**config.mk**
```make
export PLATFORM = sky130hd
export DESIGN_NAME = qmc_cfg
export DESIGN_NICKNAME = d
export VERILOG_FILES = /design/src/rtl/quad_mask_composite_assert.svh /design/src/rtl/qmc_pkg.sv /design/src/rtl/qmc_cfg.sv
export SDC_FILE = /design/constraint.sdc
export NUM_CORES = 1
export LEC_CHECK = 0
export ABC_AREA = 1
export ABC_CLOCK_PERIOD_IN_PS = 800
export BUFFER_PORTS_ARGS = -buffer_cell sky130_fd_sc_hd__buf_2
export CORE_UTILIZATION = 53
export CTS_BUF_LIST = sky130_fd_sc_hd__clkbuf_4 sky130_fd_sc_hd__clkbuf_8
export CTS_CLUSTER_SIZE = 16
export DETAILED_ROUTE_END_ITERATION = 6
export PLACE_DENSITY = 0.9
export SETUP_SLACK_MARGIN = 0.1
export SYNTH_ARGS = -nofsm -noshare
export SYNTH_HDL_FRONTEND = slang
export SYNTH_SLANG_ARGS = --single-unit
```
**constraint.sdc**
```tcl
create_clock -name clk -period 0.8 [get_ports clk]
set_input_delay 0.12 -clock clk [delete_from_list [all_inputs] [get_ports clk]]
set_output_delay 0.12 -clock clk [all_outputs]
set_load 0.005 [all_outputs]
```
**src/rtl/quad_mask_composite_assert.svh**
```systemverilog
// Assertion macros for the quad mask compositor.
// Included by the top level; expects clk and rst_n in the including scope.
`ifndef QUAD_MASK_COMPOSITE_ASSERT_SVH
`define QUAD_MASK_COMPOSITE_ASSERT_SVH

`ifndef SYNTHESIS
`define QMC_ASSERT_NOW(lbl, ante, cons, msg) \
    lbl: assert property (@(posedge clk) disable iff (!rst_n) (ante) |-> (cons)) \
        else $error(msg);
`define QMC_ASSERT_NEXT(lbl, ante, cons, msg) \
    lbl: assert property (@(posedge clk) disable iff (!rst_n) (ante) |=> (cons)) \
        else $error(msg);
`else
`define QMC_ASSERT_NOW(lbl, ante, cons, msg)
`define QMC_ASSERT_NEXT(lbl, ante, cons, msg)
`endif

`endif

```
**src/rtl/qmc_pkg.sv**
```systemverilog
// Shared types and constants for the quad mask compositor.
// No dependencies; imported by every module of the block.
package qmc_pkg;

    localparam int PIXEL_COORD_BITS = 12;
    localparam int COORD_W          = 12;
    localparam int CORNER_W         = 16;
    localparam int DIFF_W           = CORNER_W + 1;
    localparam int PROD_W           = 2 * DIFF_W;
    localparam int EDGE_W           = PROD_W + 1;
    localparam int COLOR_W          = 8;
    localparam int RGB_W            = 3 * COLOR_W;
    localparam int NUM_CORNERS      = 4;

    localparam logic [COORD_W-1:0] COORD_MASK = COORD_W'((1 << PIXEL_COORD_BITS) - 1);

    typedef enum logic [2:0] {
        REG_C0X = 3'd0,
        REG_C0Y = 3'd1,
        REG_C1X = 3'd2,
        REG_C1Y = 3'd3,
        REG_C2X = 3'd4,
        REG_C2Y = 3'd5,
        REG_C3X = 3'd6,
        REG_C3Y = 3'd7
    } cfg_index_t;

    typedef struct packed {
        logic signed [CORNER_W-1:0] x;
        logic signed [CORNER_W-1:0] y;
    } point_t;

    typedef point_t [NUM_CORNERS-1:0] quad_t;

    typedef struct packed {
        logic s1;
        logic s2;
        logic s3;
    } stage_en_t;

    typedef struct packed {
        logic pos;
        logic neg;
    } edge_sign_t;

endpackage

```
**src/rtl/qmc_cfg.sv**
```systemverilog
// Corner register file of the quad mask compositor.
// Depends on qmc_pkg for the register index codes and the quad type.
module qmc_cfg
    import qmc_pkg::*;
(
    input  logic                clk,
    input  logic                rst_n,
    input  logic                cfg_wr_en,
    input  logic [2:0]          cfg_addr,
    input  logic [CORNER_W-1:0] cfg_wdata,
    output quad_t               quad
);

    quad_t quad_reg;
    quad_t quad_next;

    always_comb
    begin
        quad_next = quad_reg;
        if (cfg_wr_en)
        begin
            case (cfg_index_t'(cfg_addr))
                REG_C0X: quad_next[0].x = cfg_wdata;
                REG_C0Y: quad_next[0].y = cfg_wdata;
                REG_C1X: quad_next[1].x = cfg_wdata;
                REG_C1Y: quad_next[1].y = cfg_wdata;
                REG_C2X: quad_next[2].x = cfg_wdata;
                REG_C2Y: quad_next[2].y = cfg_wdata;
                REG_C3X: quad_next[3].x = cfg_wdata;
                REG_C3Y: quad_next[3].y = cfg_wdata;
                default: quad_next = quad_reg;
            endcase
        end
    end

    always_ff @(posedge clk or negedge rst_n)
    begin
        if (!rst_n)
        begin
            quad_reg <= '0;
        end
        else
        begin
            quad_reg <= quad_next;
        end
    end

    assign quad = quad_reg;

endmodule

```
# Word-level counts from Yosys, hierarchy flattened
# Index checks and enable logic that the tools add are counted.
dict set report op_classes {
  n_eq_ne 7
  n_reduce_logical 9
}
# cell n
set op_table {}
lappend op_table {{$reduce_and A2 Y1} 8}
lappend op_table {{$eq A3 B3 Y1 const B} 4}
lappend op_table {{$eq A3 B2 Y1 const B} 2}
lappend op_table {{$eq A3 B1 Y1 const B} 1}
lappend op_table {{$logic_not A3 Y1} 1}
dict set report totals {
  ff_bits 128
  inputBits 22
  output_inout_bits 128
  word_cells 24
}

# Longest topological paths before layout
dict set report depth {
  word_depth 2
  depth_mapped 7
  ltp_nobuf 5
}

# Worst setup path after synthesis
# OpenSTA, ideal clock, no wires.
dict set report synth_timing {
  path_type {input -> register}
  from {in cfg_addr[2]}
  to {reg quad_reg, in the netlist quad[69]}
  setup_time_ns 0.116
  t_arrival_ns 0.829
  required_time_ns 0.684
  path_slack_ns -0.145
  cell_stages 7
  n_path_buf 2
  path_cell_list {nand2_2 > inv_2 > buf_2 > nand2_2 > buf_2 > nand2_1 > nand2_1}
}
dict set report synth_via {
  elab_chain_cells 2
}
# item line
set synth_rtl {}
lappend synth_rtl {{start, declared} qmc_cfg.sv:9} ;# input logic [2:0] cfg_addr,
lappend synth_rtl {{$eq A3 B3 Y1} qmc_cfg.sv:22} ;# case (cfg_index_t'(cfg_addr))
lappend synth_rtl {{$reduce_and A2 Y1 (no line)} n/a}
lappend synth_rtl {{end signal, assigned} qmc_cfg.sv:44} ;# quad_reg <= quad_next;
lappend synth_rtl {{end, declared} qmc_cfg.sv:14} ;# quad_t quad_reg;
# Every way passes these cells.
# A chain may end at the register's enable or synchronous reset.

# Worst setup path after layout
dict set report layout_timing {
  from {reg quad_reg, in the netlist quad[0]}
  to {out quad[0] (netlist name)}
}
# item line
set layout_lines {}
lappend layout_lines {{end, declared} qmc_cfg.sv:11} ;# output quad_t quad
# No word-level cell between the ends.

==> out/qor.txt <==
Post-synth top cells: nand2_1, dfrtp_1, nand3_1, buf_2, clkbuf_1
Largest net degree at the start of global routing: 65
Fin cells: 947
Yosys cell types: 12
Cell chain of the critical path: buf_2
Mapped Area: 5070 sq um
CTS buffer count: 17
GRT Overall Usage: 31.9%
Clock slew at reported path FFs: 0.09 ns
Worst slew margin: 77.5%
I/O Pins: 150
Antenna cells: 0
DR vias/cell: 5.47
Largest cells by area after synthesis: dfrtp_1, nand2_1, nand3_1
Synthesis-to-finish area growth: 49.3%
Worst path top cell family by delay: flip-flops
Nets: 827
Net Count, Synth: 601
P_sw: 0.00602 W
Combinational power share: 25.6%
IO buf count: 149
Max clock buf depth: 2
Slew @ Worst Pin: 0.338 ns
Yosys warning count: 0
Min Clock Period, post-route: 1.12 ns
Tot Pwr: 0.0198 W
Fraction of registers with async set/reset: 100%
Fmax: 0.893 GHz
Core area: 9240 sq um
Sequential Power Share: 42.9%
Crit Path Category: register to output pin
Die Wd: 99.8 microns
Critical Path Max Stage Delay: 0.42 ns
Seq/Total Area, Yosys: 63.1%
Mapped Cells: 579
Layout Skew: 0 ns
Primary FF master, synth: dfrtp_1
Switching Fraction: 30.4%
Dpl cells: 839
GP Congestion: 0.801
Worst path bufs/invs: 1
Max IR drop VDD: 1410 uV
RSZ-0062 raised after global routing: yes
Remaining global-route overflow: 0
Count leader, synth: nand2_1
Failing checks: negative setup slack
Via count: 5,182
DRT Pass-1 Iters: 6
Starting DRT DRC Count: 452
Status: finished, violations left
Synth area leader: dfrtp_1
WL final: 17.3 mm
Number of flip-flops in the largest register: 128
Worst min-delay path category: input pin to register
Pwr dens: 2620 nW/um^2
CP Capture Type: output pin
CP max FO: 2
Std-Cell Rows: 35
Multi-input gate area: 1950 sq um
Final setup margin: -0.320 ns
Critical Path RT: 0.68 ns
Worst skew pair latency: 0.44 ns
Initial Util: 54.9%
CTS tree: done
LEAKAGE: 4.30 nW
Mapped Avg Cell Area: 8.76 sq um
Arrival time worst endpoint: 1.00 ns
Yosys top cell area share: 63.1%
Startpoint Class: register
Layout cells sized above 1: 44.5%
Htree depth: 4
Slew Limit Fails: 0
First-pass GRT wire length: 23.8 mm
FF/Latch Area: 3200 sq um
Max-cap violations: 0
Drc violations: 0
Final Hold Fails: 0
Clock sinks: 128
CTS Root Cell: clkbuf_8
Synthesis-stage register bit count: 128
Post-synth EDFFs: 0
Die ar.: 9970 sq um
Pint: 0.0138 W
CP max stage cell: dfrtp_1
Final Setup Violations: 130
Post-DRT Antenna Nets: 0
DP HPWL: 9.50 mm
# fillers: 521
Vias in the first global route: 4,806
Height of the die: 99.8 microns
Initial antenna violation count: 0
Avg WL per Cell: 18.2 microns
Final period util: 140%
Clock Power Share: 31.5%
[worst paths after layout]
check                                  to  slack, ns          from  cells after the start
worst min-delay path            quad[104]       0.03  cfg_wdata[8]                      3
max in group asynchronous        quad[88]       0.19         rst_n                      3
min in group asynchronous        quad[95]       0.04         rst_n                      2
worst max register to register    quad[0]      -0.08       quad[0]                      4
worst min register to register   quad[54]       0.48      quad[54]                      2
worst max-delay path              quad[0]      -0.32       quad[0]                      1
[cells in the final DEF (no fill, tap or decap), drive strengths merged]
cell type    instances
nand2              333
nor2                 8
clkinv               6
inv                 10
dfrtp              128
buf                239
bufinv               4
clkbuf              19
dlygate4sd3          6
nand3               64
clkinvlp             1
[power by group through the flow]
stage | clock (W) | combinational [W] | sequential [W]
2_1_floorplan | 0 | 0.00128 | 0.00852
3_3_place_gp | 0 | 0.00309 | 0.00844
3_5_place_dp | 0 | 0.00324 | 0.00847
4_1_cts | 0.00622 | 0.00396 | 0.00835
5_1_grt | 0.00654 | 0.00547 | 0.00858
6_report | 0.00625 | 0.00507 | 0.00850
[metrics by stage]
| step | util (%) | TNS, ns | cell area, sq um | setup slack (ns) | hold WS, ns |
|---|---|---|---|---|---|
| finish | 82.0 | -36.22 | 7580 | -0.320 | 0.0253 |
| global route | 82.0 | -39.97 | 7580 | -0.349 | 0.0230 |
| CTS | 75.7 | -36.49 | 7000 | -0.314 | 0.000154 |
| detailed placement | 66.2 | -38.05 | 6120 | -0.387 | -0.0351 |
| global placement | 66.2 | -32.01 | 6120 | -0.318 | -0.0360 |
| floorplan | - | 0 | 5240 | 0.00823 | -0.176 |
[cells by family (layout without fill, tap and decap cells)]
kind of cell | count (synthesis) | count (layout) | share of synthesized area [%]
AND/OR/NAND/NOR | 405 | 405 | 32.6
buffers and inverters | 46 | 285 | 4.29
flip-flops | 128 | 128 | 63.1
[final cells by class]
cell class	count	area share [%]
sequential	128	42.3
multi-input combinational	405	25.7
inverter	6	0.628
timing repair buffer	247	23.5
clock inverter	15	2.74
tap	129	2.13
clock buffer	17	3.09
[routing by layer]
layer	wire length, microns	global-route usage (%)	vias up
met2	8550	52.2	324
met3	1410	7.80	74
met5	0	0	-
met1	6500	39.5	2546
li1	-	-	2238
met4	799	17.2	0
[what timing repair did]
item,CTS,global route
pin swaps,36,55
setup buffers,42,44
gates cloned,0,0
hold buffers,6,0
hold endpoints to repair,139,0
endpoints found under the setup margin,138,202
gates resized for setup,21,114
Note: power is estimated with default switching activity, not from simulation.
