### src/rtl/quad_mask_composite_assert.svh
// Assertion macros for the quad mask compositor.
// Included by the top level; expects clk and rst_n in the including scope.
`ifndef QUAD_MASK_COMPOSITE_ASSERT_SVH
`define QUAD_MASK_COMPOSITE_ASSERT_SVH

`ifndef SYNTHESIS
`define QMC_ASSERT_NOW(lbl, ante, cons, msg) \
    lbl: assert property (@(posedge clk) disable iff (!rst_n) (ante) |-> (cons)) \
        else $error(msg);
`define QMC_ASSERT_NEXT(lbl, ante, cons, msg) \
    lbl: assert property (@(posedge clk) disable iff (!rst_n) (ante) |=> (cons)) \
        else $error(msg);
`else
`define QMC_ASSERT_NOW(lbl, ante, cons, msg)
`define QMC_ASSERT_NEXT(lbl, ante, cons, msg)
`endif

`endif

### src/rtl/qmc_pkg.sv
// Shared types and constants for the quad mask compositor.
// No dependencies; imported by every module of the block.
package qmc_pkg;

    localparam int PIXEL_COORD_BITS = 12;
    localparam int COORD_W          = 12;
    localparam int CORNER_W         = 16;
    localparam int DIFF_W           = CORNER_W + 1;
    localparam int PROD_W           = 2 * DIFF_W;
    localparam int EDGE_W           = PROD_W + 1;
    localparam int COLOR_W          = 8;
    localparam int RGB_W            = 3 * COLOR_W;
    localparam int NUM_CORNERS      = 4;

    localparam logic [COORD_W-1:0] COORD_MASK = COORD_W'((1 << PIXEL_COORD_BITS) - 1);

    typedef enum logic [2:0] {
        REG_C0X = 3'd0,
        REG_C0Y = 3'd1,
        REG_C1X = 3'd2,
        REG_C1Y = 3'd3,
        REG_C2X = 3'd4,
        REG_C2Y = 3'd5,
        REG_C3X = 3'd6,
        REG_C3Y = 3'd7
    } cfg_index_t;

    typedef struct packed {
        logic signed [CORNER_W-1:0] x;
        logic signed [CORNER_W-1:0] y;
    } point_t;

    typedef point_t [NUM_CORNERS-1:0] quad_t;

    typedef struct packed {
        logic s1;
        logic s2;
        logic s3;
    } stage_en_t;

    typedef struct packed {
        logic pos;
        logic neg;
    } edge_sign_t;

endpackage

### src/rtl/qmc_edge.sv
// One edge function of the quad, evaluated over three register stages.
// Depends on qmc_pkg for widths, the corner type and the stage enables.
module qmc_edge
    import qmc_pkg::*;
(
    input  logic               clk,
    input  stage_en_t          en,
    input  logic [COORD_W-1:0] px,
    input  logic [COORD_W-1:0] py,
    input  point_t             corner_a,
    input  point_t             corner_b,
    output edge_sign_t         sign
);

    logic signed [DIFF_W-1:0] px_s;
    logic signed [DIFF_W-1:0] py_s;
    logic signed [DIFF_W-1:0] dx_reg, dy_reg, ex_reg, ey_reg;
    logic signed [DIFF_W-1:0] dx_next, dy_next, ex_next, ey_next;
    logic signed [PROD_W-1:0] p1_reg, p2_reg, p1_next, p2_next;
    logic signed [EDGE_W-1:0] e_val;
    edge_sign_t               sign_reg, sign_next;

    // Stage one: pixel offsets from corner a and the edge vector a to b.
    assign px_s    = $signed({{(DIFF_W-COORD_W){1'b0}}, px});
    assign py_s    = $signed({{(DIFF_W-COORD_W){1'b0}}, py});
    assign dx_next = px_s - DIFF_W'(corner_a.x);
    assign dy_next = py_s - DIFF_W'(corner_a.y);
    assign ex_next = DIFF_W'(corner_b.x) - DIFF_W'(corner_a.x);
    assign ey_next = DIFF_W'(corner_b.y) - DIFF_W'(corner_a.y);

    // Stage two: the two cross products.
    assign p1_next = ex_reg * dy_reg;
    assign p2_next = ey_reg * dx_reg;

    // Stage three: exact difference and its sign.
    assign e_val          = EDGE_W'(p1_reg) - EDGE_W'(p2_reg);
    assign sign_next.neg  = e_val[EDGE_W-1];
    assign sign_next.pos  = !e_val[EDGE_W-1] && (|e_val);

    always_ff @(posedge clk)
    begin
        if (en.s1)
        begin
            dx_reg <= dx_next;
            dy_reg <= dy_next;
            ex_reg <= ex_next;
            ey_reg <= ey_next;
        end
        if (en.s2)
        begin
            p1_reg <= p1_next;
            p2_reg <= p2_next;
        end
        if (en.s3)
        begin
            sign_reg <= sign_next;
        end
    end

    assign sign = sign_reg;

endmodule

### config.mk
export PLATFORM = sky130hd
export DESIGN_NAME = qmc_edge
export DESIGN_NICKNAME = d
export VERILOG_FILES = /design/src/rtl/quad_mask_composite_assert.svh /design/src/rtl/qmc_pkg.sv /design/src/rtl/qmc_edge.sv
export SDC_FILE = /design/constraint.sdc
export NUM_CORES = 2
export LEC_CHECK = 0
export BUFFER_PORTS_ARGS = -buffer_cell sky130_fd_sc_hd__buf_2
export CORE_MARGIN = 5
export CORE_UTILIZATION = 37
export DETAILED_ROUTE_END_ITERATION = 8
export MAX_ROUTING_LAYER = met4
export PLACE_DENSITY = 0.61
export SYNTH_ARGS = -nofsm -noshare
export SYNTH_HDL_FRONTEND = slang
export SYNTH_SLANG_ARGS = --single-unit
### constraint.sdc
create_clock -name clk -period 7.2 [get_ports clk]
set_input_delay 1.44 -clock clk [delete_from_list [all_inputs] [get_ports clk]]
set_output_delay 1.44 -clock clk [all_outputs]
set_load 0.005 [all_outputs]
=== After elaboration in Yosys (flattened, before gate mapping) ===
Cells that the tools add are included.
W data, S select, Z words.

* Output and inout bits: 2
* Register bits after elaboration: 138
* Logic and storage cells: 18
* Input bits: 92

* Add/sub/neg operators: 5
* Reduce and logical (&&, ||, !) cells: 3
* Multipliers: 2

{| class="wikitable"
|+ Operators by type and width
! cell !! number
|-
| $mul A17 B17 Y34 || 2
|-
| $reduce_or A35 Y1 || 1
|-
| $sub A34 B34 Y35 || 1
|-
| $sub A13 B16 Y17 || 2
|-
| $sub A16 B16 Y17 || 2
|-
| $logic_and A1 B1 Y1 || 1
|-
| $logic_not A1 Y1 || 1
|}

=== Depth between registers and ports, before layout ===
* Depth after elaboration: 3
* Depth in mapped cells: 26
* Gate-level depth less buffers: 25

=== Least setup slack after synthesis ===
Ideal clock, no wire load.

* Kind: reg-to-reg
* Start: reg ey_reg[16]
* End: reg p2_reg[33] (data pin)
* Path buffers: 1
* Library setup time: 260 ps
* Clock period less this slack: 6508 ps
* Cell stages (with the launch flop): 24
* Arrival: 6248 ps
* Path slack: 692 ps
* Data required time: 6940 ps
* Cell sequence: edfxtp_1 > clkbuf_1 > nand2_1 > inv_1 > fa_1 > fa_1 > fa_1 > fa_1 > fa_1 > inv_1 > fa_1 > inv_1 > ha_1 > a21o_1 > a21oi_1 > o21ai_0 > a21oi_1 > o21bai_1 > o31a_1 > o31a_1 > o41ai_1 > o21bai_1 > a21oi_1 > xnor2_1

* Word-level cells in the longest chain between the ends: 1

{| class="wikitable"
|+ Ends and longest elaborated chain
! item !! line !! source
|-
| start: declaration || qmc_edge.sv:17 || <nowiki>logic signed [DIFF_W-1:0] dx_reg, dy_reg, ex_reg, ey_reg;</nowiki>
|-
| start signal: assignment || qmc_edge.sv:47 || <nowiki>ey_reg <= ey_next;</nowiki>
|-
| $mul A17 B17 Y34 || qmc_edge.sv:33 || <nowiki>assign p2_next = ey_reg * dx_reg;</nowiki>
|-
| named net p2_next[33] || qmc_edge.sv:19 || <nowiki>logic signed [PROD_W-1:0] p1_reg, p2_reg, p1_next, p2_next;</nowiki>
|-
| end signal: assignment || qmc_edge.sv:52 || <nowiki>p2_reg <= p2_next;</nowiki>
|-
| end: declaration || qmc_edge.sv:19 ||
|}

The timed path passes the listed nets, and every way through them passes these cells.
A chain may end at the register's enable or synchronous reset.

=== Worst setup path after layout ===
* Start: reg dx_reg[5]
* End: reg p2_reg[33] (data pin)

* Word-level cells in the longest chain between the ends: 1

{| class="wikitable"
|+ Ends and longest elaborated chain
! item !! line !! source
|-
| start: declaration || qmc_edge.sv:17 ||
|-
| start signal: assignment || qmc_edge.sv:44 || <nowiki>dx_reg <= dx_next;</nowiki>
|-
| $mul A17 B17 Y34 || qmc_edge.sv:33 ||
|-
| named net p2_next[33] || qmc_edge.sv:19 ||
|}

The timed path passes the listed nets, and every way through them passes these cells.

==> metrics.md <==
| Metric | Value |
|---|---|
| Fin. Hold Viols | 0 |
| Sequential fraction of the synthesis area | 0.1375 |
| Growth of design area from synthesis to finish | 9.159% |
| Netlist cell types | 67 |
| Critical path capture point type | flop |
| M2 GR Usage | 0.3027 |
| Finished Layout Cells | around 4,400 |
| First-pass GRT wire length | around 120 mm |
| WP data arrival | between 7000 and 8000 ps |
| Die X | between 200 and 300 um |
| Startpoint Class | flop |
| Final setup fails | 0 |
| # DRC | 0 |
| Vias | approximately 21,000 |
| TritonCTS clock tree | yes |
| Met3 GRT Util | 0.03200 |
| Routed wire per std cell | between 15 and 20 um |
| Fin crit share | 0.9537 |
| Routed Wire Length | between 70 and 80 mm |
| Place WS | between 200 and 300 ps |
| Port Buffers | 93 |
| TritonCTS buffer count | 17 |
| Most used DFF post-synth | edfxtp_1 |
| Worst-Margin Slew | a little under 1000 ps |
| Total core area | 80,680 sq um |
| Post-DP Area | ~32,000 sq um |
| TNS Setup | 0 ps |
| Synth Net Count | between 4,000 and 5,000 |
| Dpl cells | about 4,300 |
| Initial antenna violation count | 14 |
| CTS H-Tree Depth | 4 |
| Post-DP HPWL | 65.83 mm |
| Mapped Cells | 3,169 |
| Crit Path Class | flop to flop |
| Vias per cell | just under 5 |
| Seq cells post-synth | between 100 and 150 |
| GRT busiest layer | met2 |
| # fillers | 8,046 |
| Required @ worst endpoint | between 7000 and 8000 ps |
| Relative slew slack | 0.3486 |
| Clock Tree Buf Depth | 2 |
| Fin area | 32,890 sq um |
| Die area | just under 90,000 sq um |
| Final setup margin | 333.5 ps |
| Max_cap viols | 0 |
| Hold WC Path Type | flop to flop |
| Ys Warns | 0 |
| Run status | finished clean |
| Cts hold-fix bufs | 0 |
| Worst Skew | between 15 and 20 ps |
| Worst skew pair latency | roughly 450 ps |
| Largest net degree at the start of global routing | 69 |
| Vias in the first global route | around 23,000 |
| Number of routed nets with antenna violations | 0 |
| Sinks on Clock Net | between 100 and 150 |
| Tmin final | a little under 7000 ps |
| RSZ-0062 raised after global routing | no |
| Grt total ovfl | 0 |
| Share of post-route cells with drive strength above 1 | 0.06740 |
| Maximum clock frequency | 145.6 MHz |
| Pre-antenna DRT Iters | 5 |
| Iter 0 DRT Violations | about 1,300 |
| Mean area per synthesized cell | about 9.5 sq um |
| Starting Density | 0.3735 |
| # IOs | 94 |
| Clock root cell | clkbuf_16 |
| Synthesized cell area | between 30,000 and 40,000 sq um |
| Die H | 295.4 um |
| Final GP Congestion | around 0.93 |
| Crit Path Max Fanout | 11 |
| Post-layout nets | 4,231 |
| Final Max Slew Viols | 0 |
| Clk slew on worst S/H paths | ~70 ps |
| EDFF count, synth | 138 |
| Global-route track usage on met1 | 0.2500 |
| Async SR Flop Fraction | 0 |
| Rows | 104 |
| Total GRT Usage | 0.1885 |
[critical path, cell delays in order, from the launching register on]
cell      delay, ps
edfxtp_1        580
and2_1          250
fa_1            530
inv_1            50
fa_1            470
fa_1            510
fa_1            540
inv_1            50
fa_1            480
inv_1            50
fa_1            470
inv_1            50
ha_1            290
or2_2           280
o31ai_1          90
a211o_1         210
o211a_1         250
nor4_1          110
o31a_1          310
o31a_1          300
o41ai_1         370
o21bai_1        100
a21oi_1         180
xnor2_1          90
[metrics by stage]
step | utilization | hold WS, ps
final | 0.4077 | 678.3
after global routing | 0.4076 | 712.5
after CTS | 0.4057 | 693.6
after detailed placement | 0.3986 | 676.6
after global placement | 0.3986 | 664.9
after floorplan | - | 611.8
[per-layer routing]
metal	wire length, um	vias up
met5	0	-
met4	2301	0
met3	4152	82
met2	36570	491
met1	33640	10770
li1	-	10010
[path summary, 6_finish.rpt]
kind                                           from              endpoint  slack (ps)  depth (start not counted)
worst max-delay path            dx_reg[5]$_DFFE_PP_  p2_reg[33]$_DFFE_PP_         330                         23
worst min-delay path            ey_reg[0]$_DFFE_PP_   p2_reg[0]$_DFFE_PP_         680                          1
worst min register to register  ey_reg[0]$_DFFE_PP_   p2_reg[0]$_DFFE_PP_         680                          1
worst max register to register  dx_reg[5]$_DFFE_PP_  p2_reg[33]$_DFFE_PP_         330                         23
[cells in the mapped netlist (3+ instances only)]
| master | number | area, sq um |
|---|---|---|
| nor2b_1 | 25 | 156.4 |
| nor3_1 | 28 | 140.1 |
| fa_1 | 597 | 11950 |
| a221oi_1 | 3 | 26.28 |
| nand3b_1 | 8 | 60.06 |
| nand2b_1 | 17 | 106.4 |
| edfxtp_1 | 138 | 4144 |
| a21oi_1 | 84 | 420.4 |
| or3_1 | 8 | 50.05 |
| a211oi_1 | 12 | 90.09 |
| o21a_1 | 19 | 142.6 |
| a21o_1 | 24 | 180.2 |
| a31o_2 | 3 | 26.28 |
| o211ai_1 | 8 | 60.06 |
| o31a_1 | 5 | 43.79 |
| nor2_1 | 143 | 536.8 |
| o2111ai_1 | 6 | 52.55 |
| and3_1 | 8 | 50.05 |
| o21ai_0 | 84 | 420.4 |
| a2111oi_0 | 4 | 35.03 |
| inv_1 | 721 | 2706 |
| a21boi_0 | 26 | 195.2 |
| xor2_1 | 13 | 113.9 |
| and2_1 | 297 | 1858 |
| o22ai_1 | 7 | 43.79 |
| a31oi_1 | 12 | 75.07 |
| o21bai_1 | 9 | 67.56 |
| or2_2 | 3 | 18.77 |
| nor4_1 | 5 | 31.28 |
| o41ai_1 | 5 | 43.79 |
| mux2i_1 | 12 | 120.1 |
| nand2_1 | 324 | 1216 |
| xnor2_1 | 93 | 814.5 |
| a211o_1 | 5 | 43.79 |
| ha_1 | 260 | 3253 |
| clkbuf_1 | 80 | 300.3 |
| nand4_1 | 10 | 62.56 |
| o31ai_1 | 6 | 45.04 |
| nand3_1 | 23 | 115.1 |
[final cells by class]
class | count | area [sq um] | share of cell area
sequential | 138 | 4144 | 0.1260
multi-input combinational | 2226 | 22980 | 0.6985
clock inverter | 14 | 148.9 | 0.004526
inverter | 721 | 2706 | 0.08227
clock buffer | 17 | 425.4 | 0.01293
tap | 1060 | 1326 | 0.04032
timing repair buffer | 178 | 1131 | 0.03439
antenna | 14 | 35.03 | 0.001065
[placed cells by master (no fill, tap or decap), drive strengths merged, types with 6 or more instances in the layout]
cell type  Yosys  routed
clkbuf        81      17
inv          721     723
nand3         23      23
diode          0      14
fa           597     597
a21oi         85      85
xnor2         93      93
o21bai         9       9
nand2        324     324
nand4         10      10
xor2          13      13
and3           8       8
o21a          19      19
or3            8       8
o22ai          7       7
edfxtp       138     138
nor3          28      28
o31ai          7       7
o21ai         85      85
o2111ai        6       6
and2         298     298
clkinv         0       6
ha           260     260
nor2b         25      25
nand2b        17      17
a21o          24      24
nand3b         8       8
buf            3     178
nor2         143     143
a31oi         13      13
a211oi        12      12
a21boi        26      26
mux2i         12      12
o211ai         8       8
[cells by family after synthesis]
kind of cell	Yosys count	synth area share
xor gates and xnor gates	106	0.03081
muxes	12	0.003986
adders and majority gates	857	0.5046
DFF	138	0.1375
and+or+nand+nor	911	0.1496
buffers and inverters	805	0.1004
AOI/OAI and AO/OA	340	0.07312
[timing repair]
item | CTS | global route
resized for setup | 0 | 3
setup endpoints to repair | 0 | 3
setup buffers | 0 | 12
Power is not shown: default switching activity piles up to over one toggle a cycle in this logic, so the estimate is an artifact.
